`src/rtl/pmecs_pkg.sv`:
```
// ----------------------------------------------------------------------------
// pmecs_pkg
// Shared constants, types and codes for the charge spreading block.
// ----------------------------------------------------------------------------
package pmecs_pkg;

  // grid geometry
  localparam int GRID_MAX     = 32;
  localparam int SPLINE_ORDER = 5;
  localparam int IDX_W        = $clog2(GRID_MAX);
  localparam int ADDR_W       = 3 * IDX_W;
  localparam int DEPTH        = GRID_MAX * GRID_MAX * GRID_MAX;
  localparam int SIZE_W       = 6;
  localparam int CNT_W        = $clog2(SPLINE_ORDER);

  // number formats
  localparam int FRAC_BITS = 24;
  localparam int CHARGE_W  = 32;
  localparam int VAL_W     = 48;
  localparam int KIND_W    = 2;

  // reciprocal of three for the final divide by 24
  localparam int RECIP3_SHIFT = 30;
  localparam logic [29:0] RECIP3 = 30'd357913942;

  localparam logic [CNT_W-1:0] LAST_PT = CNT_W'(SPLINE_ORDER - 1);

  typedef logic [FRAC_BITS-1:0]    weight_t;
  typedef logic [IDX_W-1:0]        idx_t;
  typedef logic [ADDR_W-1:0]       addr_t;
  typedef logic [SIZE_W-1:0]       size_t;
  typedef logic signed [VAL_W-1:0] grid_val_t;

  typedef enum logic [KIND_W-1:0] {
    KIND_DEPOSIT = 2'd0,
    KIND_CLEAR   = 2'd1,
    KIND_READ    = 2'd2
  } kind_t;

  typedef enum logic [1:0] {
    REG_SIZE_X = 2'd0,
    REG_SIZE_Y = 2'd1,
    REG_SIZE_Z = 2'd2
  } reg_idx_t;

  typedef enum logic [2:0] {
    ST_CLEAR,
    ST_IDLE,
    ST_WEIGHTS,
    ST_SPREAD,
    ST_DRAIN,
    ST_READ,
    ST_RESULT
  } state_t;

  typedef enum logic [3:0] {
    STEP_SCALE,
    STEP_P2,
    STEP_P3,
    STEP_P4,
    STEP_R2,
    STEP_R3,
    STEP_R4,
    STEP_NUM,
    STEP_W0,
    STEP_W1,
    STEP_W2,
    STEP_W3,
    STEP_W4
  } axis_step_t;

  // grid size actually used on one axis
  function automatic size_t eff_size(size_t v);
    size_t r;
    r = v;
    if (v < SIZE_W'(SPLINE_ORDER)) r = SIZE_W'(SPLINE_ORDER);
    else if (v > SIZE_W'(GRID_MAX)) r = SIZE_W'(GRID_MAX);
    return r;
  endfunction

endpackage

```
`src/rtl/pmecs_axis_weights.sv`:
```
// ----------------------------------------------------------------------------
// pmecs_axis_weights
// B-spline weights and wrapped indices for one axis, one shared multiplier.
// ----------------------------------------------------------------------------
module pmecs_axis_weights (
  input  logic                            clk,
  input  logic                            rst,
  input  logic                            start,
  input  logic [pmecs_pkg::FRAC_BITS-1:0] frac,
  input  pmecs_pkg::size_t                n,
  output logic                            done,
  output pmecs_pkg::weight_t              w   [pmecs_pkg::SPLINE_ORDER],
  output pmecs_pkg::idx_t                 idx [pmecs_pkg::SPLINE_ORDER]
);

  pmecs_pkg::axis_step_t           step;
  logic                            busy;
  logic [pmecs_pkg::FRAC_BITS-1:0] frac_r;
  pmecs_pkg::size_t                n_r;
  logic [23:0]                     t;
  pmecs_pkg::idx_t                 f;
  logic [23:0]                     p2, p3, p4;
  logic [24:0]                     r, r2, r3, r4;
  logic [27:0]                     x [pmecs_pkg::SPLINE_ORDER];
  logic [27:0]                     mul_a;
  logic [29:0]                     mul_b;
  logic [57:0]                     prod;
  logic signed [31:0]              num [pmecs_pkg::SPLINE_ORDER];
  logic [27:0]                     x_next [pmecs_pkg::SPLINE_ORDER];
  pmecs_pkg::idx_t                 idx_next [pmecs_pkg::SPLINE_ORDER];

  assign r = 25'h1000000 - {1'b0, t};

  // operand select for the shared multiplier
  always_comb begin
    mul_a = '0;
    mul_b = '0;
    unique case (step)
      pmecs_pkg::STEP_SCALE: begin mul_a = 28'(frac_r); mul_b = 30'(n_r); end
      pmecs_pkg::STEP_P2:    begin mul_a = 28'(t);      mul_b = 30'(t);   end
      pmecs_pkg::STEP_P3:    begin mul_a = 28'(p2);     mul_b = 30'(t);   end
      pmecs_pkg::STEP_P4:    begin mul_a = 28'(p3);     mul_b = 30'(t);   end
      pmecs_pkg::STEP_R2:    begin mul_a = 28'(r);      mul_b = 30'(r);   end
      pmecs_pkg::STEP_R3:    begin mul_a = 28'(r2);     mul_b = 30'(r);   end
      pmecs_pkg::STEP_R4:    begin mul_a = 28'(r3);     mul_b = 30'(r);   end
      pmecs_pkg::STEP_W0:    begin mul_a = x[0]; mul_b = pmecs_pkg::RECIP3; end
      pmecs_pkg::STEP_W1:    begin mul_a = x[1]; mul_b = pmecs_pkg::RECIP3; end
      pmecs_pkg::STEP_W2:    begin mul_a = x[2]; mul_b = pmecs_pkg::RECIP3; end
      pmecs_pkg::STEP_W3:    begin mul_a = x[3]; mul_b = pmecs_pkg::RECIP3; end
      pmecs_pkg::STEP_W4:    begin mul_a = x[4]; mul_b = pmecs_pkg::RECIP3; end
      default:               begin mul_a = '0;   mul_b = '0;                end
    endcase
  end

  assign prod = 58'(mul_a) * 58'(mul_b);

  // spline numerators scaled by 24, then (num + 12) / 8 ahead of the divide by 3
  always_comb begin
    logic signed [31:0] st, s2, s3, s4, one;
    logic signed [31:0] nz;
    logic signed [31:0] ofs;
    logic signed [7:0]  img;
    st  = $signed({8'd0, t});
    s2  = $signed({8'd0, p2});
    s3  = $signed({8'd0, p3});
    s4  = $signed({8'd0, p4});
    one = 32'sh1000000;
    num[0] = $signed({7'd0, r4});
    num[1] = -32'sd4 * s4 + 32'sd12 * s3 - 32'sd6 * s2 - 32'sd12 * st + 32'sd11 * one;
    num[2] = 32'sd6 * s4 - 32'sd12 * s3 - 32'sd6 * s2 + 32'sd12 * st + 32'sd11 * one;
    num[3] = -32'sd4 * s4 + 32'sd4 * s3 + 32'sd6 * s2 + 32'sd4 * st + one;
    num[4] = s4;
    for (int a = 0; a < pmecs_pkg::SPLINE_ORDER; a++) begin
      nz  = num[a][31] ? 32'sd0 : num[a];
      ofs = nz + 32'sd12;
      x_next[a] = ofs[30:3];
      img = $signed({3'd0, f}) + 8'(a) - 8'(pmecs_pkg::SPLINE_ORDER - 1);
      if (img < 0) img = img + $signed({2'd0, n_r});
      idx_next[a] = pmecs_pkg::idx_t'(img);
    end
  end

  // step sequencer
  always_ff @(posedge clk) begin
    if (rst) begin
      busy <= 1'b0;
      done <= 1'b0;
      step <= pmecs_pkg::STEP_SCALE;
    end else if (start) begin
      busy <= 1'b1;
      done <= 1'b0;
      step <= pmecs_pkg::STEP_SCALE;
    end else if (busy) begin
      if (step == pmecs_pkg::STEP_W4) begin
        busy <= 1'b0;
        done <= 1'b1;
      end else begin
        step <= pmecs_pkg::axis_step_t'(step + 4'd1);
      end
    end
  end

  // datapath registers
  always_ff @(posedge clk) begin
    if (start) begin
      frac_r <= frac;
      n_r    <= n;
    end
    if (busy) begin
      unique case (step)
        pmecs_pkg::STEP_SCALE: begin
          t <= prod[23:0];
          f <= prod[24 +: pmecs_pkg::IDX_W];
        end
        pmecs_pkg::STEP_P2: p2 <= prod[47:24];
        pmecs_pkg::STEP_P3: p3 <= prod[47:24];
        pmecs_pkg::STEP_P4: p4 <= prod[47:24];
        pmecs_pkg::STEP_R2: r2 <= prod[48:24];
        pmecs_pkg::STEP_R3: r3 <= prod[48:24];
        pmecs_pkg::STEP_R4: r4 <= prod[48:24];
        pmecs_pkg::STEP_NUM: begin
          x   <= x_next;
          idx <= idx_next;
        end
        pmecs_pkg::STEP_W0: w[0] <= prod[pmecs_pkg::RECIP3_SHIFT +: pmecs_pkg::FRAC_BITS];
        pmecs_pkg::STEP_W1: w[1] <= prod[pmecs_pkg::RECIP3_SHIFT +: pmecs_pkg::FRAC_BITS];
        pmecs_pkg::STEP_W2: w[2] <= prod[pmecs_pkg::RECIP3_SHIFT +: pmecs_pkg::FRAC_BITS];
        pmecs_pkg::STEP_W3: w[3] <= prod[pmecs_pkg::RECIP3_SHIFT +: pmecs_pkg::FRAC_BITS];
        pmecs_pkg::STEP_W4: w[4] <= prod[pmecs_pkg::RECIP3_SHIFT +: pmecs_pkg::FRAC_BITS];
        default: ;
      endcase
    end
  end

endmodule

```
`config.mk`:
```
export PLATFORM = sky130hd
export DESIGN_NAME = pmecs_axis_weights
export DESIGN_NICKNAME = d
export VERILOG_FILES = /design/src/rtl/pmecs_pkg.sv /design/src/rtl/pmecs_axis_weights.sv
export SDC_FILE = /design/constraint.sdc
export NUM_CORES = 2
export LEC_CHECK = 0
export BUFFER_PORTS_ARGS = -buffer_cell sky130_fd_sc_hd__clkbuf_2
export CORE_MARGIN = 5
export CORE_UTILIZATION = 35
export CTS_CLUSTER_DIAMETER = 50
export DETAILED_ROUTE_END_ITERATION = 10
export PLACE_DENSITY = 0.58
export SYNTH_ARGS = -nofsm -noshare
export SYNTH_HDL_FRONTEND = slang
export SYNTH_SLANG_ARGS = --single-unit
```
`constraint.sdc`:
```
create_clock -name clk -period 13.9 [get_ports clk]
set_input_delay 2.78 -clock clk [delete_from_list [all_inputs] [get_ports clk]]
set_output_delay 2.78 -clock clk [all_outputs]
set_load 0.03 [all_outputs]
```
==> flow_metrics.env <==
export IMPL_synth_avg_cell_area_um2=9.752
export IMPL_grt_util_met3=0.03917
export IMPL_dieHeight_um=425.1
export IMPL_area_growth_synth_to_final_pct=11.02
export IMPL_tightest_slew_ns=1.244
export IMPL_wl_per_cell_um=23.08
export IMPL_max_slew_margin=0.1683
export IMPL_mostFrequentLayoutCell="inv_1"
export IMPL_cts_resized=0
export IMPL_dp_hpwl_mm=162.3
export IMPL_finalSetupTns_ns=0
export IMPL_synthesis_area_um2=60310
export IMPL_final_cell_mix="inv_1, fa_1, nand2_1, ha_1, edfxtp_1"
export IMPL_final_max_slew_violation_count=0
export IMPL_track_usage=0.2223
export IMPL_status="finished, final reports clean"
export IMPL_reg2regPathDepth=35
export IMPL_overflow=0
export IMPL_hp_class="reg2reg"
export IMPL_yosys_area_top_type="fa_1"
export IMPL_port_buffer_count=178
export IMPL_drcViolationCount=0
export IMPL_hold_path_depth=2
export IMPL_insertion_delay_ns=0.65
export IMPL_grtUsageMet2=0.3646
export IMPL_synthFlopType="edfxtp_1"
export IMPL_ys_ff_latch=484
export IMPL_slowest_delay_ns=0.80
export IMPL_htree_num_levels=3
export IMPL_cp_slowest_cell="o311ai_0"
export IMPL_drv_cap=0
export IMPL_grt_util_met1=0.2967
export IMPL_cts_setup_buffers=0
export IMPL_nets=7785
export IMPL_drt_pass1_iter_count=7
export IMPL_clkTransAtPathRegs_ns=0.06
export IMPL_final_hold_violation_count=0
export IMPL_grt_pass1_vias=48040
export IMPL_finClkSkew_ns=0.03291
export IMPL_r2r_start="t[0]$_DFFE_PP_"
export IMPL_setup_violations=0
export IMPL_criticalPathCategory="reg2reg"
export IMPL_die_w_um=425.1
export IMPL_initial_core_util=0.3516
export IMPL_post_route_period_util=0.8554
export IMPL_cts_sinks=484
export IMPL_required_ns=14.21
export IMPL_crit_start="t[0]$_DFFE_PP_"
export IMPL_synth_area_leaders="fa_1, edfxtp_1, ha_1, inv_1, nand2_1"
export IMPL_core_um2=171500
export IMPL_netlist_area_leader_share=0.2510
export IMPL_drive_gt1_frac=0.07584
export IMPL_synth_distinct_cells=97
export IMPL_vias_per_cell=5.322
export IMPL_grt_antenna_before_repair=1
export IMPL_root_buffer="clkbuf_16"
export IMPL_seq_area_frac_synth=0.2400
export IMPL_period_needed_ns=11.89
export IMPL_finalWeightedCongestion=0.9351
export IMPL_end_kind="flip-flop"
export IMPL_rsz0062_at_grt="no"
export IMPL_die_area_um2=180700
export IMPL_fillers=17150
export IMPL_numCtsBuffers=66
export IMPL_hold_buffers=0
export IMPL_cp_start_kind="flip-flop"
export IMPL_ioPinCount=179
export IMPL_cts_tree="done"
export IMPL_yosys_warnings=0
export IMPL_row_count=152
export IMPL_worstPathMaxFanout=13
export IMPL_grt_busiest_layer="met2"
export IMPL_dr_total_vias=46560
export IMPL_drt_initial_drc_count=4178
export IMPL_netlist_instances=6184
export IMPL_fmax_mhz=84.10
export IMPL_wirelength_mm=201.9
export IMPL_ant_nets=0
export IMPL_synthArstFlopShare=0
export IMPL_grt_pass1_wl_mm=302.5
export IMPL_worstPathArrival_ns=12.20
export IMPL_grt_max_degree=64
export IMPL_utilization=0.3903
export IMPL_synth_edff_count=478
export IMPL_hold_start="done$_SDFFE_PP0P_"
export IMPL_cts_buffer_depth=3
[final cells by class]
class	count	area [um^2]	area share
clock buffers	71	1713	0.02558
well taps	2310	2890	0.04317
diodes	3	7.507	0.0001121
multi-input cells	4478	41480	0.6196
flip-flops and latches	484	14470	0.2162
inverters	1052	3949	0.05898
clock inverters	48	611.8	0.009138
repair buffers	302	1822	0.02721
[state kept, by name, indices dropped and copies added, names as in the netlist]
register,cells
n_r,6
w,120
idx,25
p3,24
p4,24
r4,23
frac_r,24
r2,25
x,129
t,24
r3,25
done,1
f,5
step,4
p2,24
busy,1
[Yosys cell counts (22+ instances only)]
master / number
a22oi_1: 69
inv_1: 1051
a21o_1: 110
and2_1: 141
or3_1: 35
xnor2_1: 277
o21a_1: 43
nand4_1: 37
a221oi_1: 31
o21bai_1: 31
a22o_1: 22
nand3_1: 110
and3_1: 78
nand2b_1: 40
a222oi_1: 37
clkbuf_1: 189
a31oi_1: 37
edfxtp_1: 478
fa_1: 756
ha_1: 612
nor2_1: 286
a21oi_1: 253
o211ai_1: 32
o21ai_0: 134
nand2_1: 711
nor3_1: 81
xor2_1: 138
nor2b_1: 54
a211oi_1: 36
[cell families (layout without fill, tap and decap cells)]
family	after synthesis	count (layout)	share of synthesized area
compound gates	988	988	0.1120
other cells	2	39	0.0001245
fa+ha+maj	1368	1368	0.3779
simple gates	1663	1663	0.1297
buf+inv	1256	1473	0.07853
xor+xnor	416	416	0.06054
mux	7	7	0.001183
flops	484	484	0.2400
[stage by stage]
stage	std cells	hold slack, ns	cell area [um^2]	worst slack [ns]
2_1_floorplan	6218	0.4244	60430	4.186
3_3_place_gp	8626	0.4768	64610	2.279
3_5_place_dp	8626	0.4957	64620	2.242
4_1_cts	8745	0.5036	66940	2.208
5_1_grt	8746	0.5404	66950	1.369
6_report	8748	0.4983	66950	2.009
[layer usage]
layer | part of all wire | up-vias | routed length (um)
met4 | 0.039 | 0 | 7787
li1 | - | 20940 | -
met2 | 0.46 | 1600 | 93890
met1 | 0.42 | 23700 | 85470
met3 | 0.073 | 315 | 14780
met5 | 0 | - | 0
[critical path: cells and delay by family, from the launching register on]
| kind | cells | cell delay (ns) |
|---|---|---|
| and+or+nand+nor | 17 | 4.75 |
| xor gates and xnor gates | 1 | 0.12 |
| adders and majority gates | 9 | 4.18 |
| DFF | 1 | 0.66 |
| buffers and inverters | 5 | 0.47 |
| AOI/OAI and AO/OA | 3 | 1.37 |
[path summary, 6_finish.rpt]
| kind | endpoint | slack, ns |
|---|---|---|
| setup / recovery | w[45]$_DFFE_PP_ | 2.01 |
| hold / removal | done$_SDFFE_PP0P_ | 0.50 |
| setup reg to reg | w[45]$_DFFE_PP_ | 2.01 |
| hold reg to reg | done$_SDFFE_PP0P_ | 0.50 |
Power is not shown: default switching activity piles up to over one toggle a cycle in this logic, so the estimate is an artifact.
